--- config.mk ---
export PLATFORM = sky130hd
export DESIGN_NAME = fixed_point_saturating_alu_flat
export DESIGN_NICKNAME = d
export VERILOG_FILES = /design/src/fpsa_pkg.sv /design/src/fpsa_req_if.sv /design/src/fpsa_rsp_if.sv /design/src/fixed_point_saturating_alu.sv /design/src/flat_wrapper.sv
export SDC_FILE = /design/constraint.sdc
export NUM_CORES = 2
export LEC_CHECK = 0
export ABC_AREA = 1
export ABC_CLOCK_PERIOD_IN_PS = 6850
export BUFFER_PORTS_ARGS = -buffer_cell sky130_fd_sc_hd__buf_4
export CAP_MARGIN = 0
export CORE_ASPECT_RATIO = 0.75
export CORE_UTILIZATION = 45
export DETAILED_ROUTE_END_ITERATION = 10
export PLACE_DENSITY = 0.66
export SETUP_SLACK_MARGIN = 0.5
export SLEW_MARGIN = 20
export SYNTH_ARGS = -nofsm -noshare
export SYNTH_HDL_FRONTEND = slang
export SYNTH_SLANG_ARGS = --single-unit
--- constraint.sdc ---
create_clock -name clock -period 6.85 [get_ports clock]
set_input_delay 1.37 -clock clock [delete_from_list [all_inputs] [get_ports clock]]
set_output_delay 1.37 -clock clock [all_outputs]
set_load 0.005 [all_outputs]
--- src/fpsa_pkg.sv ---
// fpsa_pkg: shared widths, opcode and format codes, and the internal control
// record of the fixed-point saturating alu pipeline
// depends on nothing; used by the channel interfaces and the top level

package fpsa_pkg;

   // payload widths
   localparam int OPCODE_W = 4;
   localparam int FORMAT_W = 2;
   localparam int DATA_W   = 32;
   localparam int PROD_W   = 2 * DATA_W;

   // opcodes
   localparam logic [OPCODE_W-1:0] OP_ADD     = 4'd0;
   localparam logic [OPCODE_W-1:0] OP_SAT_ADD = 4'd1;
   localparam logic [OPCODE_W-1:0] OP_SUB     = 4'd2;
   localparam logic [OPCODE_W-1:0] OP_SAT_SUB = 4'd3;
   localparam logic [OPCODE_W-1:0] OP_MUL     = 4'd4;
   localparam logic [OPCODE_W-1:0] OP_SAT_MUL = 4'd5;
   localparam logic [OPCODE_W-1:0] OP_FLOOR   = 4'd6;
   localparam logic [OPCODE_W-1:0] OP_FRACT   = 4'd7;
   localparam logic [OPCODE_W-1:0] OP_WIDEN   = 4'd8;
   localparam logic [OPCODE_W-1:0] OP_NARROW  = 4'd9;

   // q formats
   localparam logic [FORMAT_W-1:0] FMT_Q8_8   = 2'd0;
   localparam logic [FORMAT_W-1:0] FMT_Q16_16 = 2'd1;
   localparam logic [FORMAT_W-1:0] FMT_Q8_24  = 2'd2;
   localparam logic [FORMAT_W-1:0] FMT_Q24_8  = 2'd3;

   // fraction masks
   localparam logic [DATA_W-1:0] FRAC_MASK_8  = 32'h0000_00FF;
   localparam logic [DATA_W-1:0] FRAC_MASK_16 = 32'h0000_FFFF;
   localparam logic [DATA_W-1:0] FRAC_MASK_24 = 32'h00FF_FFFF;

   // saturation limits, as 32-bit patterns
   localparam logic [DATA_W-1:0] MAX_32 = 32'h7FFF_FFFF;
   localparam logic [DATA_W-1:0] MIN_32 = 32'h8000_0000;
   localparam logic [DATA_W-1:0] MAX_16 = 32'h0000_7FFF;
   localparam logic [DATA_W-1:0] MIN_16 = 32'hFFFF_8000;

   // internal operation classes
   localparam int KIND_W = 3;
   localparam logic [KIND_W-1:0] KIND_ZERO   = 3'd0;
   localparam logic [KIND_W-1:0] KIND_ADD    = 3'd1;
   localparam logic [KIND_W-1:0] KIND_SUB    = 3'd2;
   localparam logic [KIND_W-1:0] KIND_MUL    = 3'd3;
   localparam logic [KIND_W-1:0] KIND_FLOOR  = 3'd4;
   localparam logic [KIND_W-1:0] KIND_FRACT  = 3'd5;
   localparam logic [KIND_W-1:0] KIND_WIDEN  = 3'd6;
   localparam logic [KIND_W-1:0] KIND_NARROW = 3'd7;

   // control record that travels down the pipeline with each item
   typedef struct packed {
      logic [KIND_W-1:0]   kind;
      logic                sat;     // clamp instead of wrap
      logic                unsup;   // opcode not defined in q24.8
      logic                wide;    // 32-bit word, else 16-bit
      logic [FORMAT_W-1:0] fmt;
   } ctrl_type;

endpackage

--- src/fpsa_req_if.sv ---
// fpsa_req_if: request channel of the fixed-point alu (valid/ready + operands)
// depends on fpsa_pkg for the payload widths

interface fpsa_req_if;
   logic                                valid;
   logic                                ready;
   logic [fpsa_pkg::OPCODE_W-1:0]       opcode;
   logic [fpsa_pkg::FORMAT_W-1:0]       format;
   logic signed [fpsa_pkg::DATA_W-1:0]  operand_a;
   logic signed [fpsa_pkg::DATA_W-1:0]  operand_b;

   modport source (output valid, opcode, format, operand_a, operand_b, input ready);
   modport sink   (input valid, opcode, format, operand_a, operand_b, output ready);
endinterface

--- src/fpsa_rsp_if.sv ---
// fpsa_rsp_if: response channel of the fixed-point alu (valid/ready + result)
// depends on fpsa_pkg for the payload widths

interface fpsa_rsp_if;
   logic                                valid;
   logic                                ready;
   logic signed [fpsa_pkg::DATA_W-1:0]  result_value;
   logic                                unsupported;

   modport source (output valid, result_value, unsupported, input ready);
   modport sink   (input valid, result_value, unsupported, output ready);
endinterface

--- src/fixed_point_saturating_alu.sv ---
// fixed_point_saturating_alu: four-stage pipelined q-format alu
// depends on fpsa_pkg, fpsa_req_if and fpsa_rsp_if
//
// Usage
//   req: one transfer per operation (opcode, format, operand_a, operand_b).
//   rsp: one transfer per operation (result_value, unsupported), in order.
//   The four register stages are decode and operand sign extension,
//   add/sub/multiply, product scaling, then clamp or wrap; rsp.valid is
//   the valid bit of the last one.
//   Throughput is one operation per cycle while rsp.ready stays high; the 32x32
//   multiplier sits wholly in stage two and every stage takes a new item each cycle.
//   Each stage carries its own valid bit and loads whenever it is empty or
//   the stage after it moves on, so bubbles are squeezed out during a stall.
//   When rsp.ready is low the result holds in the last stage and the stages
//   behind it keep filling; req.ready drops only when all four are full.
//   Synchronous reset empties the pipeline; no payload is cleared and no
//   result is produced for items in flight at reset.
//   There is no configuration and no kept state between operations.

module fixed_point_saturating_alu (
   input  logic              clock,
   input  logic              reset,
   fpsa_req_if.sink          req,
   fpsa_rsp_if.source        rsp
);

   localparam int DW = fpsa_pkg::DATA_W;
   localparam int PW = fpsa_pkg::PROD_W;

   // stage enables (ready chain)
   logic en_s1, en_s2, en_s3, en_s4;

   // stage 1: decode and sign extension
   logic                       vld_s1_ff, vld_s1_in;
   fpsa_pkg::ctrl_type         ctrl_s1_ff, ctrl_s1_in;
   logic signed [DW-1:0]       a_s1_ff, a_s1_in;
   logic signed [DW-1:0]       b_s1_ff, b_s1_in;

   // stage 2: arithmetic
   logic                       vld_s2_ff;
   fpsa_pkg::ctrl_type         ctrl_s2_ff;
   logic signed [PW-1:0]       val_s2_ff, val_s2_in;

   // stage 3: product scaling
   logic                       vld_s3_ff;
   fpsa_pkg::ctrl_type         ctrl_s3_ff;
   logic signed [PW-1:0]       val_s3_ff, val_s3_in;

   // stage 4: output register
   logic                       vld_s4_ff;
   fpsa_pkg::ctrl_type         ctrl_s4_ff;
   logic [DW-1:0]              res_s4_ff, res_s4_in;

   logic signed [DW:0]         sum;
   logic signed [PW-1:0]       prod;
   logic [DW-1:0]              frac_mask;
   logic                       pos_ovf, neg_ovf;

   // ready chain from the output back to the request side
   always_comb begin
      en_s4 = !vld_s4_ff || rsp.ready;
      en_s3 = !vld_s3_ff || en_s4;
      en_s2 = !vld_s2_ff || en_s3;
      en_s1 = !vld_s1_ff || en_s2;
   end

   assign req.ready = en_s1;
   assign vld_s1_in = req.valid;

   // decode opcode and format into the control record
   always_comb begin
      ctrl_s1_in.fmt   = req.format;
      ctrl_s1_in.sat   = 1'b0;
      ctrl_s1_in.unsup = 1'b0;
      ctrl_s1_in.wide  = (req.format != fpsa_pkg::FMT_Q8_8);
      ctrl_s1_in.kind  = fpsa_pkg::KIND_ZERO;
      case (req.opcode)
         fpsa_pkg::OP_ADD: begin
            ctrl_s1_in.kind = fpsa_pkg::KIND_ADD;
         end
         fpsa_pkg::OP_SAT_ADD: begin
            ctrl_s1_in.kind = fpsa_pkg::KIND_ADD;
            ctrl_s1_in.sat  = 1'b1;
         end
         fpsa_pkg::OP_SUB: begin
            ctrl_s1_in.kind = fpsa_pkg::KIND_SUB;
         end
         fpsa_pkg::OP_SAT_SUB: begin
            ctrl_s1_in.kind = fpsa_pkg::KIND_SUB;
            ctrl_s1_in.sat  = 1'b1;
         end
         fpsa_pkg::OP_MUL: begin
            ctrl_s1_in.kind = fpsa_pkg::KIND_MUL;
         end
         fpsa_pkg::OP_SAT_MUL: begin
            ctrl_s1_in.kind = fpsa_pkg::KIND_MUL;
            ctrl_s1_in.sat  = 1'b1;
         end
         fpsa_pkg::OP_FLOOR: begin
            ctrl_s1_in.kind = fpsa_pkg::KIND_FLOOR;
         end
         fpsa_pkg::OP_FRACT: begin
            ctrl_s1_in.kind = fpsa_pkg::KIND_FRACT;
         end
         fpsa_pkg::OP_WIDEN: begin
            ctrl_s1_in.kind = fpsa_pkg::KIND_WIDEN;
            ctrl_s1_in.wide = 1'b1;
         end
         fpsa_pkg::OP_NARROW: begin
            ctrl_s1_in.kind = fpsa_pkg::KIND_NARROW;
            ctrl_s1_in.wide = 1'b1;
         end
         default: begin
            ctrl_s1_in.kind = fpsa_pkg::KIND_ZERO;
         end
      endcase
      // q24.8 flags sub, mul, floor and fract, plain and saturating, as unsupported
      if (req.format == fpsa_pkg::FMT_Q24_8 &&
          (req.opcode == fpsa_pkg::OP_SUB   || req.opcode == fpsa_pkg::OP_SAT_SUB ||
           req.opcode == fpsa_pkg::OP_MUL   || req.opcode == fpsa_pkg::OP_SAT_MUL ||
           req.opcode == fpsa_pkg::OP_FLOOR || req.opcode == fpsa_pkg::OP_FRACT)) begin
         ctrl_s1_in.kind  = fpsa_pkg::KIND_ZERO;
         ctrl_s1_in.sat   = 1'b0;
         ctrl_s1_in.unsup = 1'b1;
      end
   end

   // q8.8 operands use only their low 16 bits, except for widen and narrow
   always_comb begin
      if (ctrl_s1_in.wide) begin
         a_s1_in = req.operand_a;
         b_s1_in = req.operand_b;
      end else begin
         a_s1_in = {{(DW/2){req.operand_a[DW/2-1]}}, req.operand_a[DW/2-1:0]};
         b_s1_in = {{(DW/2){req.operand_b[DW/2-1]}}, req.operand_b[DW/2-1:0]};
      end
   end

   // stage 2: add, subtract, multiply and the unary operations
   always_comb begin
      case (ctrl_s1_ff.fmt)
         fpsa_pkg::FMT_Q16_16: frac_mask = fpsa_pkg::FRAC_MASK_16;
         fpsa_pkg::FMT_Q8_24:  frac_mask = fpsa_pkg::FRAC_MASK_24;
         default:              frac_mask = fpsa_pkg::FRAC_MASK_8;
      endcase

      if (ctrl_s1_ff.kind == fpsa_pkg::KIND_SUB) begin
         sum = (DW+1)'(a_s1_ff) - (DW+1)'(b_s1_ff);
      end else begin
         sum = (DW+1)'(a_s1_ff) + (DW+1)'(b_s1_ff);
      end
      prod = PW'(a_s1_ff) * PW'(b_s1_ff);

      case (ctrl_s1_ff.kind)
         fpsa_pkg::KIND_ADD,
         fpsa_pkg::KIND_SUB: begin
            val_s2_in = {{(PW-DW-1){sum[DW]}}, sum};
         end
         fpsa_pkg::KIND_MUL: begin
            val_s2_in = prod;
         end
         fpsa_pkg::KIND_FLOOR: begin
            val_s2_in = {{(PW-DW){1'b0}}, a_s1_ff & ~frac_mask};
         end
         fpsa_pkg::KIND_FRACT: begin
            val_s2_in = {{(PW-DW){1'b0}}, a_s1_ff & frac_mask};
         end
         fpsa_pkg::KIND_WIDEN: begin
            val_s2_in = {{(PW-DW){1'b0}}, {(DW/4){a_s1_ff[DW/2-1]}},
                         a_s1_ff[DW/2-1:0], {(DW/4){1'b0}}};
         end
         fpsa_pkg::KIND_NARROW: begin
            val_s2_in = {{(PW-DW){1'b0}}, {(DW/2){a_s1_ff[DW-DW/4-1]}},
                         a_s1_ff[DW-DW/4-1:DW/4]};
         end
         default: begin
            val_s2_in = '0;
         end
      endcase
   end

   // stage 3: floor-scale the product by the fraction width
   always_comb begin
      val_s3_in = val_s2_ff;
      if (ctrl_s2_ff.kind == fpsa_pkg::KIND_MUL) begin
         case (ctrl_s2_ff.fmt)
            fpsa_pkg::FMT_Q16_16: val_s3_in = val_s2_ff >>> 16;
            fpsa_pkg::FMT_Q8_24:  val_s3_in = val_s2_ff >>> 24;
            default:              val_s3_in = val_s2_ff >>> 8;
         endcase
      end
   end

   // stage 4: zero for unsupported or undefined ops, else clamp or wrap to the word width, sign-extend to 32 bits
   always_comb begin
      if (ctrl_s3_ff.wide) begin
         pos_ovf = !val_s3_ff[PW-1] && (|val_s3_ff[PW-2:DW-1]);
         neg_ovf =  val_s3_ff[PW-1] && !(&val_s3_ff[PW-2:DW-1]);
      end else begin
         pos_ovf = !val_s3_ff[PW-1] && (|val_s3_ff[PW-2:DW/2-1]);
         neg_ovf =  val_s3_ff[PW-1] && !(&val_s3_ff[PW-2:DW/2-1]);
      end

      if (ctrl_s3_ff.kind == fpsa_pkg::KIND_ZERO) begin
         res_s4_in = '0;
      end else if (ctrl_s3_ff.sat && pos_ovf) begin
         res_s4_in = ctrl_s3_ff.wide ? fpsa_pkg::MAX_32 : fpsa_pkg::MAX_16;
      end else if (ctrl_s3_ff.sat && neg_ovf) begin
         res_s4_in = ctrl_s3_ff.wide ? fpsa_pkg::MIN_32 : fpsa_pkg::MIN_16;
      end else if (ctrl_s3_ff.wide) begin
         res_s4_in = val_s3_ff[DW-1:0];
      end else begin
         res_s4_in = {{(DW/2){val_s3_ff[DW/2-1]}}, val_s3_ff[DW/2-1:0]};
      end
   end

   // valid bits
   always_ff @(posedge clock) begin
      if (reset) begin
         vld_s1_ff <= 1'b0;
         vld_s2_ff <= 1'b0;
         vld_s3_ff <= 1'b0;
         vld_s4_ff <= 1'b0;
      end else begin
         if (en_s1) vld_s1_ff <= vld_s1_in;
         if (en_s2) vld_s2_ff <= vld_s1_ff;
         if (en_s3) vld_s3_ff <= vld_s2_ff;
         if (en_s4) vld_s4_ff <= vld_s3_ff;
      end
   end

   // payload and control registers
   always_ff @(posedge clock) begin
      if (en_s1) begin
         ctrl_s1_ff <= ctrl_s1_in;
         a_s1_ff    <= a_s1_in;
         b_s1_ff    <= b_s1_in;
      end
      if (en_s2) begin
         ctrl_s2_ff <= ctrl_s1_ff;
         val_s2_ff  <= val_s2_in;
      end
      if (en_s3) begin
         ctrl_s3_ff <= ctrl_s2_ff;
         val_s3_ff  <= val_s3_in;
      end
      if (en_s4) begin
         ctrl_s4_ff <= ctrl_s3_ff;
         res_s4_ff  <= res_s4_in;
      end
   end

   // response channel
   assign rsp.valid        = vld_s4_ff;
   assign rsp.result_value = res_s4_ff;
   assign rsp.unsupported  = ctrl_s4_ff.unsup;

   // the request side is held off only when every stage is full and stalled
   assert property (@(posedge clock) disable iff (reset)
      !req.ready |-> (vld_s1_ff && vld_s2_ff && vld_s3_ff && vld_s4_ff && !rsp.ready))
      else $error("request stalled with an empty pipeline stage");

   // an unsupported operation returns zero
   assert property (@(posedge clock) disable iff (reset)
      (rsp.valid && rsp.unsupported) |-> (rsp.result_value == '0))
      else $error("unsupported operation gave a non-zero result");

   // only q24.8 items can carry the unsupported flag
   assert property (@(posedge clock) disable iff (reset)
      (vld_s4_ff && ctrl_s4_ff.unsup) |-> (ctrl_s4_ff.fmt == fpsa_pkg::FMT_Q24_8))
      else $error("unsupported flag on a format other than q24.8");

   // 16-bit results leave sign-extended
   assert property (@(posedge clock) disable iff (reset)
      (vld_s4_ff && !ctrl_s4_ff.wide) |->
         (res_s4_ff[DW-1:DW/2] == {(DW/2){res_s4_ff[DW/2-1]}}))
      else $error("q8.8 result not sign-extended");

endmodule

--- src/flat_wrapper.sv ---
// flat-port wrapper written by rule: the top's interface ports become plain ports
module fixed_point_saturating_alu_flat 
  (clock, reset, req_valid, req_opcode, req_format, req_operand_a, req_operand_b, req_ready, rsp_valid, rsp_result_value, rsp_unsupported, rsp_ready);
  fpsa_req_if req_i ();
  fpsa_rsp_if rsp_i ();
  input  logic clock;
  input  logic reset;
  input wire logic [$bits(req_i.valid)-1:0] req_valid;
  input wire logic [$bits(req_i.opcode)-1:0] req_opcode;
  input wire logic [$bits(req_i.format)-1:0] req_format;
  input wire logic [$bits(req_i.operand_a)-1:0] req_operand_a;
  input wire logic [$bits(req_i.operand_b)-1:0] req_operand_b;
  output wire logic [$bits(req_i.ready)-1:0] req_ready;
  output wire logic [$bits(rsp_i.valid)-1:0] rsp_valid;
  output wire logic [$bits(rsp_i.result_value)-1:0] rsp_result_value;
  output wire logic [$bits(rsp_i.unsupported)-1:0] rsp_unsupported;
  input wire logic [$bits(rsp_i.ready)-1:0] rsp_ready;
  assign req_i.valid = req_valid;
  assign req_i.opcode = req_opcode;
  assign req_i.format = req_format;
  assign req_i.operand_a = req_operand_a;
  assign req_i.operand_b = req_operand_b;
  assign req_ready = req_i.ready;
  assign rsp_valid = rsp_i.valid;
  assign rsp_result_value = rsp_i.result_value;
  assign rsp_unsupported = rsp_i.unsupported;
  assign rsp_i.ready = rsp_ready;
  fixed_point_saturating_alu u_core (.clock(clock), .reset(reset), .req(req_i), .rsp(rsp_i));
endmodule
Word-level counts from Yosys, hierarchy flattened

Cells that the tools add are included.

Input bits: 74
Logic and storage cells: 106
Register bits after elaboration: 251
Output and inout bits: 35

Multiply operators: 1
Add/sub/neg operators: 2
Bitwise operators: 3
Equality and inequality tests: 22
Muxes and demuxes: 18
Reduce and logical (&&, ||, !) cells: 36

Operators with widths:

| cell                                                | number |
|---|---|
| one-hot mux 64 bit (6 select lines)                 | 1 |
| 2-to-1 mux 32 bit                                   | 5 |
| one-hot mux 55 bit (2 select lines)                 | 1 |
| multiplier 32 x 32 -> 64 bit                        | 1 |
| 2-to-1 mux 63 bit                                   | 1 |
| 2-to-1 mux 31 bit                                   | 2 |
| one-hot mux 24 bit (2 select lines)                 | 1 |
| AND reduction 48 bit                                | 1 |
| OR reduction 48 bit                                 | 1 |
| adder 32 x 32 -> 33 bit                             | 1 |
| 2-to-1 mux 33 bit                                   | 1 |
| subtractor 32 x 32 -> 33 bit                        | 1 |
| bitwise AND 32 x 24 -> 32 bit                       | 1 |
| bitwise AND 32 bit                                  | 1 |
| NOT 24 -> 32 bit                                    | 1 |
| AND reduction 32 bit                                | 1 |
| OR reduction 32 bit                                 | 1 |
| one-hot mux 3 bit (7 select lines)                  | 1 |
| equality test 4 x 3 -> 1 bit, second input constant | 4 |
| equality test 3 bit, second input constant          | 4 |
| OR reduction 2 bit                                  | 5 |
| equality test 3 x 2 -> 1 bit, second input constant | 3 |
| logical OR 1 bit                                    | 9 |
| equality test 4 x 2 -> 1 bit, second input constant | 2 |
| other kinds (12)                                    | 32 |

Logic depth before layout (Yosys ltp)

Word-level depth: 8
Gate-level depth with buffers: 34
Mapped depth without buffers: 32

Worst setup path after synthesis

Ideal clock, no wire load.

Path kind: register -> register
Start: reg u_core.a_s1_ff[31]
End: reg u_core.val_s2_ff[62], data pin
Path buffers: 2
Setup time: 254 ps
Clock period less this slack: 7,442 ps
Slack: -592 ps
Data required time: 6,596 ps
Stages on the path, launching flop included: 29
Arrival: 7,187 ps
Path through: edfxtp_1 -> buf_2 -> clkbuf_1 -> nand2_1 -> inv_1 -> fa_1 -> fa_1 -> fa_1 -> fa_1 -> inv_1 -> fa_1 -> inv_1 -> fa_1 -> inv_1 -> fa_1 -> inv_1 -> fa_1 -> ha_1 -> nand2_1 -> nor2_1 -> inv_1 -> nor3_1 -> nand2_1 -> nor3_1 -> nand2_1 -> nand2_1 -> nand2_1 -> nand3_1 -> nand2_2

Cells in the longest elaborated chain, start to end: 3
Elaborated cells between the ends (all ways): 5
Those cells by class: add/sub (2); mul (1); mux (2)

Ends and longest elaborated chain:

| what                                                                                 | RTL line                          | text |
|---|---|---|
| start, declared                                                                      | fixed_point_saturating_alu.sv:36  | `logic signed [DW-1:0] a_s1_ff, a_s1_in;` |
| start signal, assigned                                                               | fixed_point_saturating_alu.sv:236 | `a_s1_ff <= a_s1_in;` |
| parallel branches: the longest is 2 deep, another holds multiplier 32 x 32 -> 64 bit | -                                 |  |
| one-hot mux 64 bit (6 select lines) (*)                                              | fixed_point_saturating_alu.sv:154 | `case (ctrl_s1_ff.kind)` |
| via u_core.val_s2_in[62]                                                             | fixed_point_saturating_alu.sv:42  | `logic signed [PW-1:0] val_s2_ff, val_s2_in;` |
| end signal, assigned                                                                 | fixed_point_saturating_alu.sv:241 | `val_s2_ff <= val_s2_in;` |
| end, declared                                                                        | fixed_point_saturating_alu.sv:42  |  |

Mark *: on every way through the listed nets, which the timed path passes.
A chain may end at the register's enable or synchronous reset.

Final worst setup path

Ends and elaborated chain as after synthesis.

==> impl_summary.log <==
INFO  metric final_cell_count_without_fillers = 8,751
INFO  metric cts.hold.buffers_added = 0
INFO  metric critPathMaxFanout = 6
INFO  metric vias_in_the_first_global_route = 46.69k
INFO  metric netlist.top_cell.by_area = sky130_fd_sc_hd__fa_1
INFO  metric cp_data_arrival_time = 7500 ps
INFO  metric floorplan.initialDensity = 0.4567
INFO  metric cpMostUsedCell = sky130_fd_sc_hd__fa_1
INFO  metric number_of_vias_in_the_routed_layout = between 40k and 50k
INFO  metric outcome = finished with violations
INFO  metric path_delay_family = adder cells
INFO  metric die_h = 299.8 um
INFO  metric timing_worst_slew_pin_value = 1031 ps
INFO  metric dpl.hpwl = 148,700 um
INFO  metric yosys-top-cells-area = sky130_fd_sc_hd__fa_1 41%, sky130_fd_sc_hd__edfxtp_1 14%, sky130_fd_sc_hd__inv_1 13%
INFO  metric ys_warn_count = 0
INFO  metric syn_avg_cell_area = between 7 and 8 um^2
INFO  metric rsz_0062_raised_after_global_routing = yes
INFO  metric seq_area_frac_synth = 0.1409
INFO  metric layout.cells.most_common = sky130_fd_sc_hd__inv_1
INFO  metric worstSetupPathType = reg2reg
INFO  metric htreeDepth = 1
INFO  metric global_route_wire_length_before_repair = 275,400 um
INFO  metric holdCritPathClass = reg2reg
INFO  metric dr.pass1.iters = 7
INFO  metric synth_edf_count = 247
INFO  metric skew = 47.96 ps
INFO  metric async_flop_share = 0
INFO  metric drive_above_1_share = 0.2097
INFO  metric setup_tns = -6108 ps
INFO  metric die_width = 399.0 um
INFO  metric ys_ff_latch = 251
INFO  metric buf_inv_stages_crit_path = 9
INFO  metric synth_nets = 8,101
INFO  metric violations = negative setup slack
INFO  metric most-common-layout-cells = 1,753 x sky130_fd_sc_hd__inv_1, 1,634 x sky130_fd_sc_hd__nand2_1, 1,014 x sky130_fd_sc_hd__fa_1
INFO  metric slowest_stage = sky130_fd_sc_hd__fa_2
INFO  metric io_pins = 109
INFO  metric grt.overflow.total = 0
INFO  metric numPortBuffers = roughly 110
INFO  metric postSynthCellCount = 6,723
INFO  metric largest_net_degree_at_the_start_of_global_routing = 82
INFO  metric final_util = 0.5626
INFO  metric grt_antenna_before_repair = 4
INFO  metric tritoncts.num_buffers = 28
INFO  metric slew_viol_final = 0
INFO  metric antenna_violating_nets_post_route = 0
INFO  metric setup_ws = -318.7 ps
INFO  metric clkSinkCount = between 200 and 300
INFO  metric ys_dominant_reg_cell = sky130_fd_sc_hd__edfxtp_1
INFO  metric yosys.cell_types.count = 52
INFO  metric detail_route.wl_per_cell = a little over 20 um
INFO  metric cts_tree = built
INFO  metric dp_worst_setup_slack = -430.8 ps
INFO  metric area_growth_syn_to_layout = 23.17%
INFO  metric setup_violations = 43
INFO  metric numPlacedInstances = 8,598
INFO  metric worst_slew_margin_rel = 0.3111
INFO  metric floorplan.rows = about 110
INFO  metric clock_tree.buffer_depth = 3
INFO  metric clkSlewWorstSetupHoldPaths = around 70 ps
INFO  metric fillers = 10.46k
INFO  metric coreArea = between 100,000 and 150,000 um^2
INFO  metric finalWorstPathRequiredPeriod = between 7000 and 8000 ps
INFO  metric crit_path_end_kind = register
INFO  metric clock_latency = 620 ps
INFO  metric final_nets = 8,568
INFO  metric cts-root-buf = sky130_fd_sc_hd__clkbuf_16
INFO  metric crit_path_start_kind = register
INFO  metric synth_top_area_share = 0.4075
INFO  metric postRouteWirelength = approximately 180,000 um
INFO  metric gp_routability_congestion = just over 1
INFO  metric drc = 0
INFO  metric critical-path-max-stage-delay = 660 ps
INFO  metric drt-initial-drc-count = 4,881
INFO  metric max_freq = 0.1395 GHz
INFO  metric layout_worst_path_cycle_share = 1.047
INFO  metric fp.dieArea = 119,600 um^2
INFO  metric cap_viol_max_count = 0
INFO  metric critical_path_required = ~7200 ps
INFO  metric globalRouteTotalUtil = 0.3026
INFO  metric final_hold_vios = 0
INFO  metric netlist_area = 53,200 um^2
INFO  metric vias_per_cell = 5.205
synth_stat cells, types with 13 or more instances:
library cell and instances:
sky130_fd_sc_hd__edfxtp_1 247, sky130_fd_sc_hd__nand3_1 179, sky130_fd_sc_hd__xor2_1 24, sky130_fd_sc_hd__buf_1 31, sky130_fd_sc_hd__buf_2 33, sky130_fd_sc_hd__clkbuf_1 248
sky130_fd_sc_hd__ha_1 221, sky130_fd_sc_hd__nor2_1 290, sky130_fd_sc_hd__nand2_2 34, sky130_fd_sc_hd__or2_2 19, sky130_fd_sc_hd__nor3_1 26, sky130_fd_sc_hd__a31oi_1 18
sky130_fd_sc_hd__o22ai_1 62, sky130_fd_sc_hd__nand2_1 1815, sky130_fd_sc_hd__a21oi_1 172, sky130_fd_sc_hd__inv_1 1846, sky130_fd_sc_hd__o21ai_0 178, sky130_fd_sc_hd__fa_1 1083
sky130_fd_sc_hd__nor4_1 15, sky130_fd_sc_hd__o21bai_1 13, sky130_fd_sc_hd__nand4_1 53, sky130_fd_sc_hd__nand3b_1 13
registers in the layout, indices dropped and copies added, names as in the netlist, 6 cells and up:
| register | count |
|---|---|
| u_core.ctrl_s1_ff | 8 |
| u_core.rsp.result_value | 32 |
| u_core.ctrl_s3_ff | 6 |
| u_core.ctrl_s2_ff | 8 |
| u_core.b_s1_ff | 32 |
| u_core.val_s2_ff | 64 |
| u_core.a_s1_ff | 32 |
| u_core.val_s3_ff | 64 |
worst paths after layout:
kind	start	to	cells past startpoint	slack [ps]
worst max register to register	u_core.a_s1_ff[31]	u_core.val_s2_ff[62]	28	-320
worst min register to register	u_core.ctrl_s2_ff[3]	u_core.ctrl_s3_ff[3]	0	430
worst min-delay path	u_core.ctrl_s2_ff[3]	u_core.ctrl_s3_ff[3]	0	430
worst max-delay path	u_core.a_s1_ff[31]	u_core.val_s2_ff[62]	28	-320
worst reg2reg max path, delay by kind of cell, from the launching register on:
kind / cells / cell delay, ps
adder cells (fa/ha/maj): 9 / 4570
buffers and inverters: 9 / 940
AND/OR/NAND/NOR: 7 / 530
flip-flops: 1 / 450
AO/OA/AOI/OAI: 3 / 390
final cells by class:
cell class                 count  area [um^2]  area share
antenna                        2        5.005  0.00007638
clock buffer                  31        733.2     0.01119
clock inverter                18        156.4    0.002387
inverter                    1851         6962      0.1062
multi-input combinational   4301        40620      0.6199
sequential                   251         7497      0.1144
tap                         1540         1927     0.02940
timing repair buffer         757         7625      0.1164
timing repair:
action                                  4_1_cts  5_1_grt
endpoints found under the setup margin       54       55
setup buffers                                59       36
gates resized for setup                     598      301
cloned                                        5        2
pin swaps                                   195      181
routing by layer:
metal	part of all wire	up-vias	global-route usage
met5	0.00038	-	0
met4	0.021	4	0.04980
met3	0.11	196	0.06297
met2	0.43	2110	0.4542
met1	0.44	22756	0.4565
li1	-	20481	-
cells by family after synthesis:
family,count (synthesis),share of synthesized area
AOI/OAI and AO/OA,494,0.05136
and+or+nand+nor,2468,0.1874
xor gates and xnor gates,35,0.005762
DFF,251,0.1409
adders and majority gates,1304,0.4595
buffers and inverters,2171,0.1550
through the flow:
stage	hold slack, ps	cell area, um^2
4_1_cts	432.3	64150
5_1_grt	437.4	65520
3_5_place_dp	417.6	60510
3_3_place_gp	403.3	60500
6_report	428.7	65530
2_1_floorplan	400.3	53760
Power is left out: the tool's default activity adds up to more than one toggle a clock period on the data nets, which glitch-free logic cannot reach.
